$ cat src/design/prrs_pkg.sv
// Shared types and constants for the priority round-robin scheduler.
// No dependencies.
package prrs_pkg;

	localparam int MAX_PROCS_DEF = 16;
	localparam int ID_W          = 4;
	localparam int PRIO_W        = 8;
	localparam int KIND_W        = 2;
	localparam int COUNT_W       = 5;
	localparam int ENTRY_W       = ID_W + PRIO_W;
	localparam int DATA_W        = 16;
	localparam int IN_USER_W     = KIND_W;
	localparam int OUT_USER_W    = 2;

	// Request kinds
	localparam logic [KIND_W-1:0] KIND_INSERT = 2'd0;
	localparam logic [KIND_W-1:0] KIND_DELETE = 2'd1;
	localparam logic [KIND_W-1:0] KIND_SCHED  = 2'd2;

	typedef enum logic [3:0] {
		ST_IDLE, ST_INSERT, ST_DELETE, ST_SCHED, ST_MIN, ST_NEXT, ST_MOVE, ST_POP, ST_RESULT
	} prrs_state_t;

	// Scan operations over the ready list
	typedef enum logic [1:0] {OP_MIN, OP_NEXT, OP_MOVE, OP_DEL} prrs_op_t;

	typedef struct packed {
		logic     load_item;
		logic     scan_start;
		prrs_op_t scan_op;
		logic     swap;
		logic     do_insert;
		logic     pop;
		logic     finish;
	} prrs_cmd_t;

	typedef struct packed {
		logic [KIND_W-1:0] kind;
		logic              scan_busy;
		logic              rr_empty;
		logic              ready_empty;
		logic              out_free;
	} prrs_status_t;

endpackage

$ cat src/design/prrs_ram.sv
// Generic single-write, single-read RAM with registered read data.
// No dependencies.
module prrs_ram #(
	parameter int WIDTH = 8,
	parameter int DEPTH = 16
) (
	input  logic                     clk,
	input  logic                     we,
	input  logic [$clog2(DEPTH)-1:0] waddr,
	input  logic [WIDTH-1:0]         wdata,
	input  logic [$clog2(DEPTH)-1:0] raddr,
	output logic [WIDTH-1:0]         rdata
);
	logic [WIDTH-1:0] mem_q [DEPTH];

	// write port and registered read
	always_ff @(posedge clk) begin
		if (we) begin
			mem_q[waddr] <= wdata;
		end
		rdata <= mem_q[raddr];
	end
endmodule

$ cat src/design/prrs_datapath.sv
// Datapath: ready-list banks, round-robin list, scan engine, result register.
// Depends on prrs_pkg and prrs_ram.
module prrs_datapath #(
	parameter int MAX_PROCS = prrs_pkg::MAX_PROCS_DEF
) (
	input  logic                             clk,
	input  logic                             arst_n,
	input  prrs_pkg::prrs_cmd_t              cmd,
	output prrs_pkg::prrs_status_t           status,
	input  logic [prrs_pkg::DATA_W-1:0]      s_tdata,
	input  logic [prrs_pkg::IN_USER_W-1:0]   s_tuser,
	output logic                             m_tvalid,
	input  logic                             m_tready,
	output logic [prrs_pkg::DATA_W-1:0]      m_tdata,
	output logic [prrs_pkg::OUT_USER_W-1:0]  m_tuser
);
	import prrs_pkg::*;

	localparam int IW = $clog2(MAX_PROCS);
	localparam int LW = $clog2(MAX_PROCS + 1);
	localparam logic [LW-1:0] LEN_FULL = LW'(MAX_PROCS);
	localparam logic [LW-1:0] ONE      = LW'(1);

	// captured request
	logic [KIND_W-1:0] kind_q;
	logic [ID_W-1:0]   pid_q;
	logic [PRIO_W-1:0] prio_q;

	// list state
	logic [LW-1:0]     ready_len_q, rr_len_q;
	logic              bank_q;
	logic [PRIO_W-1:0] least_q, next_q;
	logic              has_next_q;
	logic [IW-1:0]     nidx_q;
	logic [LW-1:0]     cnt_q, wr_k_q;
	logic              found_q, pop_q, drop_q;
	prrs_op_t          op_q;

	// scan engine
	logic [LW-1:0] rd_idx_q;
	logic          scan_on_q;
	logic          vld_s1;
	logic [IW-1:0] idx_s1;

	// result register
	logic              out_vld_q;
	logic [ID_W-1:0]   out_id_q;
	logic              out_idle_q, out_drop_q;
	logic [COUNT_W-1:0] out_cnt_q;

	// memories
	logic               we0, we1, rr_we, mv_we;
	logic [IW-1:0]      wa0, wa1, mv_addr, rr_raddr;
	logic [ENTRY_W-1:0] wd0, wd1, rd0, rd1, ent;
	logic [ID_W-1:0]    rr_rdata;
	logic [PRIO_W-1:0]  e_prio;
	logic [ID_W-1:0]    e_id;
	logic               full;

	assign ent    = bank_q ? rd1 : rd0;
	assign e_prio = ent[ENTRY_W-1:ID_W];
	assign e_id   = ent[ID_W-1:0];
	assign full   = (ready_len_q == LEN_FULL);

	// move/delete write into the other bank
	always_comb begin
		mv_we   = 1'b0;
		mv_addr = wr_k_q[IW-1:0];
		rr_we   = 1'b0;
		if (vld_s1 && op_q == OP_MOVE) begin
			mv_we = 1'b1;
			if (e_prio == least_q) begin
				mv_addr = IW'(ready_len_q - cnt_q + rr_len_q);
				rr_we   = 1'b1;
			end else if (has_next_q && idx_s1 == nidx_q) begin
				mv_addr = IW'(ready_len_q - cnt_q - ONE);
			end
		end else if (vld_s1 && op_q == OP_DEL) begin
			mv_we = !(!found_q && e_id == pid_q);
		end
	end

	// bank port steering: insert goes to current bank, rebuilds to the other
	always_comb begin
		logic ins;
		ins = cmd.do_insert && !full;
		we0 = (ins && !bank_q) || (mv_we && bank_q);
		we1 = (ins && bank_q) || (mv_we && !bank_q);
		wa0 = ins ? ready_len_q[IW-1:0] : mv_addr;
		wa1 = wa0;
		wd0 = ins ? {prio_q, pid_q} : ent;
		wd1 = wd0;
	end

	assign rr_raddr = cmd.pop ? IW'(rr_len_q - ONE) : rr_len_q[IW-1:0];

	prrs_ram #(.WIDTH(ENTRY_W), .DEPTH(MAX_PROCS)) u_bank0 (
		.clk(clk), .we(we0), .waddr(wa0), .wdata(wd0),
		.raddr(rd_idx_q[IW-1:0]), .rdata(rd0)
	);
	prrs_ram #(.WIDTH(ENTRY_W), .DEPTH(MAX_PROCS)) u_bank1 (
		.clk(clk), .we(we1), .waddr(wa1), .wdata(wd1),
		.raddr(rd_idx_q[IW-1:0]), .rdata(rd1)
	);
	prrs_ram #(.WIDTH(ID_W), .DEPTH(MAX_PROCS)) u_rr (
		.clk(clk), .we(rr_we), .waddr(rr_len_q[IW-1:0]), .wdata(e_id),
		.raddr(rr_raddr), .rdata(rr_rdata)
	);

	// request capture (kind, id and priority; no reset)
	always_ff @(posedge clk) begin
		if (cmd.load_item) begin
			kind_q <= s_tuser[KIND_W-1:0];
			pid_q  <= s_tdata[ID_W-1:0];
			prio_q <= s_tdata[ENTRY_W-1:ID_W];
		end
	end

	// scan address generator; vld_s1 and idx_s1 follow the registered RAM read
	always_ff @(posedge clk or negedge arst_n) begin
		if (!arst_n) begin
			rd_idx_q  <= '0;
			scan_on_q <= 1'b0;
			vld_s1    <= 1'b0;
			idx_s1    <= '0;
			op_q      <= OP_MIN;
		end else begin
			vld_s1 <= scan_on_q;
			idx_s1 <= rd_idx_q[IW-1:0];
			if (cmd.scan_start) begin
				rd_idx_q  <= '0;
				scan_on_q <= (ready_len_q != '0);
				op_q      <= cmd.scan_op;
			end else if (scan_on_q) begin
				rd_idx_q <= rd_idx_q + ONE;
				if (rd_idx_q == ready_len_q - ONE) begin
					scan_on_q <= 1'b0;
				end
			end
		end
	end

	// list bookkeeping
	always_ff @(posedge clk or negedge arst_n) begin
		if (!arst_n) begin
			ready_len_q <= '0;
			rr_len_q    <= '0;
			bank_q      <= 1'b0;
			has_next_q  <= 1'b0;
			cnt_q       <= '0;
			wr_k_q      <= '0;
			found_q     <= 1'b0;
			pop_q       <= 1'b0;
			drop_q      <= 1'b0;
			least_q     <= '0;
			next_q      <= '0;
			nidx_q      <= '0;
		end else begin
			if (cmd.load_item) begin
				pop_q  <= 1'b0;
				drop_q <= 1'b0;
			end
			if (cmd.do_insert) begin
				if (full) begin
					drop_q <= 1'b1;
				end else begin
					ready_len_q <= ready_len_q + ONE;
				end
			end
			if (cmd.scan_start) begin
				wr_k_q  <= '0;
				found_q <= 1'b0;
				if (cmd.scan_op == OP_NEXT) begin
					has_next_q <= 1'b0;
					cnt_q      <= '0;
				end
			end
			// per-entry scan work
			if (vld_s1) begin
				case (op_q)
					OP_MIN: begin
						if (idx_s1 == '0 || e_prio < least_q) begin
							least_q <= e_prio;
						end
					end
					OP_NEXT: begin
						if (e_prio == least_q) begin
							cnt_q <= cnt_q + ONE;
						end else if (!has_next_q || e_prio < next_q) begin
							next_q     <= e_prio;
							nidx_q     <= idx_s1;
							has_next_q <= 1'b1;
						end
					end
					OP_MOVE: begin
						if (e_prio == least_q) begin
							rr_len_q <= rr_len_q + ONE;
						end else if (!(has_next_q && idx_s1 == nidx_q)) begin
							wr_k_q <= wr_k_q + ONE;
						end
					end
					OP_DEL: begin
						if (!found_q && e_id == pid_q) begin
							found_q <= 1'b1;
						end else begin
							wr_k_q <= wr_k_q + ONE;
						end
					end
					default: ;
				endcase
			end
			if (cmd.swap) begin
				bank_q <= !bank_q;
				if (op_q == OP_DEL && found_q) begin
					ready_len_q <= ready_len_q - ONE;
				end
			end
			if (cmd.pop) begin
				rr_len_q <= rr_len_q - ONE;
				pop_q    <= 1'b1;
			end
		end
	end

	// result register, decouples the output side
	always_ff @(posedge clk or negedge arst_n) begin
		if (!arst_n) begin
			out_vld_q <= 1'b0;
		end else if (cmd.finish) begin
			out_vld_q <= 1'b1;
		end else if (m_tready) begin
			out_vld_q <= 1'b0;
		end
	end

	always_ff @(posedge clk) begin
		if (cmd.finish) begin
			out_id_q   <= pop_q ? rr_rdata : '0;
			out_idle_q <= (kind_q == KIND_SCHED) && !pop_q;
			out_drop_q <= drop_q;
			out_cnt_q  <= COUNT_W'(ready_len_q);
		end
	end

	assign m_tvalid = out_vld_q;
	assign m_tdata  = DATA_W'({out_cnt_q, out_id_q});
	assign m_tuser  = {out_drop_q, out_idle_q};

	assign status.kind        = kind_q;
	assign status.scan_busy   = scan_on_q || vld_s1;
	assign status.rr_empty    = (rr_len_q == '0);
	assign status.ready_empty = (ready_len_q == '0);
	assign status.out_free    = !out_vld_q || m_tready;
endmodule

$ cat src/design/prrs_ctrl.sv
// Controller state machine sequencing insert, delete and schedule work.
// Depends on prrs_pkg.
module prrs_ctrl (
	input  logic                   clk,
	input  logic                   arst_n,
	input  logic                   s_tvalid,
	input  logic [prrs_pkg::KIND_W-1:0] s_kind,
	output logic                   s_tready,
	input  prrs_pkg::prrs_status_t status,
	output prrs_pkg::prrs_cmd_t    cmd
);
	import prrs_pkg::*;

	prrs_state_t state_q, state_d;

	always_ff @(posedge clk or negedge arst_n) begin
		if (!arst_n) begin
			state_q <= ST_IDLE;
		end else begin
			state_q <= state_d;
		end
	end

	// next state and commands
	always_comb begin
		state_d  = state_q;
		cmd      = '0;
		s_tready = 1'b0;
		case (state_q)
			ST_IDLE: begin
				s_tready = 1'b1;
				if (s_tvalid) begin
					cmd.load_item = 1'b1;
					case (s_kind)
						KIND_INSERT: state_d = ST_INSERT;
						KIND_DELETE: begin
							cmd.scan_start = 1'b1;
							cmd.scan_op    = OP_DEL;
							state_d        = ST_DELETE;
						end
						KIND_SCHED:  state_d = ST_SCHED;
						default:     state_d = ST_RESULT;
					endcase
				end
			end
			ST_INSERT: begin
				cmd.do_insert = 1'b1;
				state_d       = ST_RESULT;
			end
			ST_DELETE: begin
				if (!status.scan_busy) begin
					cmd.swap = 1'b1;
					state_d  = ST_RESULT;
				end
			end
			ST_SCHED: begin
				if (!status.rr_empty) begin
					state_d = ST_POP;
				end else if (status.ready_empty) begin
					state_d = ST_RESULT;
				end else begin
					cmd.scan_start = 1'b1;
					cmd.scan_op    = OP_MIN;
					state_d        = ST_MIN;
				end
			end
			ST_MIN: begin
				if (!status.scan_busy) begin
					cmd.scan_start = 1'b1;
					cmd.scan_op    = OP_NEXT;
					state_d        = ST_NEXT;
				end
			end
			ST_NEXT: begin
				if (!status.scan_busy) begin
					cmd.scan_start = 1'b1;
					cmd.scan_op    = OP_MOVE;
					state_d        = ST_MOVE;
				end
			end
			ST_MOVE: begin
				if (!status.scan_busy) begin
					cmd.swap = 1'b1;
					state_d  = ST_POP;
				end
			end
			ST_POP: begin
				cmd.pop = 1'b1;
				state_d = ST_RESULT;
			end
			ST_RESULT: begin
				if (status.out_free) begin
					cmd.finish = 1'b1;
					state_d    = ST_IDLE;
				end
			end
			default: state_d = ST_IDLE;
		endcase
	end
endmodule

$ cat src/design/priority_round_robin_scheduler_top.sv
// Priority scheduler with round-robin among equal priorities.
// Delete scans the ready list once. Schedule with a queued id pops it; a refill
// runs three ready-list scans through the banked RAM read port. One item at a time.
// Asynchronous active-low reset empties both lists and the result register.
module priority_round_robin_scheduler_top #(
	parameter int MAX_PROCS = prrs_pkg::MAX_PROCS_DEF
) (
	input  logic                             clk,
	input  logic                             arst_n,
	input  logic                             s_tvalid,
	output logic                             s_tready,
	input  logic [prrs_pkg::DATA_W-1:0]      s_tdata,  // proc_id[3:0], prio[11:4]
	input  logic [prrs_pkg::IN_USER_W-1:0]   s_tuser,  // kind[1:0]
	output logic                             m_tvalid,
	input  logic                             m_tready,
	output logic [prrs_pkg::DATA_W-1:0]      m_tdata,  // running_id[3:0], ready_count[8:4]
	output logic [prrs_pkg::OUT_USER_W-1:0]  m_tuser   // idle[0], dropped[1]
);
	import prrs_pkg::*;

	prrs_cmd_t    cmd;
	prrs_status_t status;

	prrs_ctrl u_ctrl (
		.clk(clk), .arst_n(arst_n),
		.s_tvalid(s_tvalid), .s_kind(s_tuser[KIND_W-1:0]), .s_tready(s_tready),
		.status(status), .cmd(cmd)
	);

	prrs_datapath #(.MAX_PROCS(MAX_PROCS)) u_dp (
		.clk(clk), .arst_n(arst_n), .cmd(cmd), .status(status),
		.s_tdata(s_tdata), .s_tuser(s_tuser),
		.m_tvalid(m_tvalid), .m_tready(m_tready), .m_tdata(m_tdata), .m_tuser(m_tuser)
	);
endmodule

$ cat config.mk
export PLATFORM = sky130hd
export DESIGN_NAME = priority_round_robin_scheduler_top
export DESIGN_NICKNAME = d
export VERILOG_FILES = /design/src/design/prrs_pkg.sv /design/src/design/prrs_ram.sv /design/src/design/prrs_datapath.sv /design/src/design/prrs_ctrl.sv /design/src/design/priority_round_robin_scheduler_top.sv
export SDC_FILE = /design/constraint.sdc
export NUM_CORES = 1
export LEC_CHECK = 0
export BUFFER_PORTS_ARGS = -buffer_cell sky130_fd_sc_hd__buf_2
export CAP_MARGIN = 20
export CORE_MARGIN = 10
export CORE_UTILIZATION = 40
export CTS_CLUSTER_SIZE = 8
export DETAILED_ROUTE_END_ITERATION = 6
export PLACE_DENSITY = 0.66
export SLEW_MARGIN = 20
export SYNTH_ARGS = -nofsm -noshare
export SYNTH_HDL_FRONTEND = slang
export SYNTH_HIERARCHICAL = 1
export SYNTH_SLANG_ARGS = --single-unit
$ cat constraint.sdc
create_clock -name clk -period 7.2 [get_ports clk]
set_input_delay 0.36 -clock clk [delete_from_list [all_inputs] [get_ports clk]]
set_output_delay 0.36 -clock clk [all_outputs]
set_load 0.01 [all_outputs]
==> impl_metrics.toml <==
[run_status]
outcome = "complete, no violations"

[yosys]
netlist_instances = 1281
ys_types = 71
synth_seq_cells = 562
yosysMostFrequentCell = "edfxtp_1"
syn_avg_cell_area_um2 = 18.01
synthFlopType = "edfxtp_1"
yosysWarnings = 6
synth.largest_area_cell = "edfxtp_1"
synth_area_leaders = "edfxtp_1 62%, mux4_2 6.6%, dfrtp_1 6.6%"
synth_common_cells = "473 x edfxtp_1, 70 x nor2_1, 68 x mux4_2, 61 x dfrtp_1, 61 x nand2_1"
syn_area_mm2 = 0.02307
synth_edf_count = 473
ys_seq_area_share_pct = 70.62
synth_top_area_share_pct = 61.57
async_reset_ff_share_pct = 10.85

[drt]
wl_per_cell_um = 21.85
postRouteWirelength_mm = 47.70
ant_nets = 0
drtPass1Iterations = 5
route.detailed.drc = 0
viasPerCell = 5.409
drtIter0Drc = 910
num_vias = 11808

[finish]
antenna_cells = 0
final_layout_size_suffix_gt1_share_pct = 19.90
fin_nets = 1448
syn2layout_area_growth_pct = 14.72

[sta]
finalCritPeriodShare_pct = 63.92
clock_skew_ns = 0.02691
rsz0062_at_grt = "no"
setup_viol = 0
period_needed_ns = 4.602
finalHoldViolations = 0
fin_tns_setup_ns = 0
tightest_slew_ns = 1.154
finalMaxSlewViolations = 0
clock.fmax_mhz = 217.3
max_slew_margin_pct = 22.88

[clock_tree]
cts_max_level = 3
clkSlewWorstSetupHoldPaths_ns = 0.06
postCtsHoldBufs = 14
ctsLongestPathBuffers = 3
postCtsSetupBuffers = 0
cts_root_buf = "clkbuf_16"
cts_tree = "done"
numCtsBuffers = 80
cts_num_sinks = 562
post_cts_resized = 0
clk_latency_ns = 0.60

[grt]
grtUsageTotal_pct = 14.21
grt_pass1_vias = 12199
overflow = 0
antenna_found_initial = 1
grt_max_degree = 74
grt_pass1_wl_mm = 74.00

[floorplan]
core_area_mm2 = 0.05671
start_util_pct = 40.68
die_w_um = 260.1
ios = 42
dieArea_mm2 = 0.06768
rows = 87
die_h_um = 260.1

[pwr]
max-vdd-ir-drop_mv = 0.2941
power_leakage_nw = 9.130
pwr_density_cell_mw_per_mm2 = 438.0
power_w = 0.01159

[placed_design]
port_buffers = 30
dp_hpwl_mm = 28.77
gp_congestion = 0.8012

[setup_path]
worstSetupPathType = "reg2reg"
startpoint_type = "flip-flop"
crit_fanout = 12
critPathRequiredTime_ns = 7.42
cp.arrival_ns = 4.82
critPathCaptureType = "flip-flop"

[run]
max_cap_viol_count = 0

[hold_path]
hp-class = "in2reg"
[stage by stage]
stage / setup slack [ns] / hold slack (ns) / instance area, um2 / utilization [%] / instances
5_1_grt: 2.234 / 0.05005 / 26460 / 46.66 / 2183
2_1_floorplan: 2.907 / 0.06441 / 23090 / - / 1287
6_report: 2.598 / 0.06535 / 26460 / 46.66 / 2183
4_1_cts: 2.494 / 0.03507 / 26460 / 46.65 / 2183
3_3_place_gp: 2.387 / 0.4407 / 24090 / 42.48 / 2048
3_5_place_dp: 2.523 / 0.4440 / 24120 / 42.53 / 2048
[power by group]
part           switching, W  internal (W)  leakage [nW]
clock               0.00129       0.00203          1.05
combinational       0.00205       0.00129          2.81
sequential         0.000409       0.00454          5.27
[layer usage]
layer | routed length [um] | vias to the layer above | global-route usage [%]
li1 | - | 5284 | -
met1 | 21000 | 6108 | 19.16
met2 | 23020 | 345 | 22.91
met3 | 2640 | 71 | 2.431
met4 | 1037 | 0 | 5.070
met5 | 0 | - | 0
[placed cells by master (no fill, tap or decap), types with 18 or more instances in the layout]
cell	instances
edfxtp_1	473
clkbuf_16	80
mux4_2	68
nor2_1	62
nand2_1	61
dfrtp_1	59
a22oi_1	52
inv_1	45
mux4_1	44
clkbuf_1	37
ha_1	36
buf_4	35
mux2_2	31
buf_2	30
dfxtp_1	28
nand3_1	22
a21oi_1	18
xor2_1	18
[layout make-up]
cell class / count / area, um2
Multi-Input combinational cell: 619 / 6296
Sequential cell: 562 / 16300
Inverter: 46 / 172.7
Fill cell: 4690 / 30250
Tap cell: 756 / 945.9
Clock buffer: 117 / 2141
Timing Repair Buffer: 79 / 553.0
Clock inverter: 4 / 56.30
[flip-flops by register name, indices dropped and copies added (netlist names), 8 cells and up]
name and flops:
u_dp/least_q 8, u_dp/next_q 8, u_dp/u_rr/mem_q 64, u_dp/u_bank0/rdata 12, u_dp/u_bank0/mem_q 192, u_dp/prio_q 8, u_dp/u_bank1/rdata 12, u_dp/u_bank1/mem_q 192
[cell families (layout without fill, tap and decap cells)]
group | after synthesis | in the layout | synth area share [%]
adder cells (fa/ha/maj) | 38 | 38 | 2.126
multiplexers | 158 | 158 | 13.83
XOR/XNOR | 35 | 35 | 1.329
other | 1 | 7 | 0.01626
AND/OR/NAND/NOR | 245 | 245 | 5.315
buffers and inverters | 106 | 246 | 2.495
flip-flops | 562 | 562 | 70.62
AO/OA/AOI/OAI | 136 | 136 | 4.269
[final timing paths]
kind	start	end	slack (ns)	cells after the start
max in group asynchronous	arst_n	u_dp/rd_idx_q[0]$_DFFE_PN0P_	6.10	3
hold reg to reg	u_dp/drop_q$_DFF_PN0_	u_dp/out_drop_q$_DFFE_PP_	0.48	0
min in group asynchronous	arst_n	u_dp/drop_q$_DFF_PN0_	0.45	3
setup reg to reg	u_dp/ready_len_q[0]$_DFF_PN0_	u_dp/u_bank0/mem_q[13][7]$_DFFE_PP_	2.60	13
hold / removal	s_tdata[6]	u_dp/prio_q[2]$_DFFE_PP_	0.07	1
setup / recovery	u_dp/ready_len_q[0]$_DFF_PN0_	u_dp/u_bank0/mem_q[13][7]$_DFFE_PP_	2.60	13
[critical path: stages (launching register included)]
cell,delay (ns)
dfrtp_1,0.44
inv_1,0.23
ha_1,0.18
inv_1,0.06
fa_1,0.59
ha_1,0.26
a21o_1,0.18
a21oi_1,0.17
xnor2_1,0.15
xnor2_1,0.15
o221ai_1,0.14
a32oi_1,0.64
nand3_1,0.34
nor2_2,0.67
(Power assumes the default switching activity.)
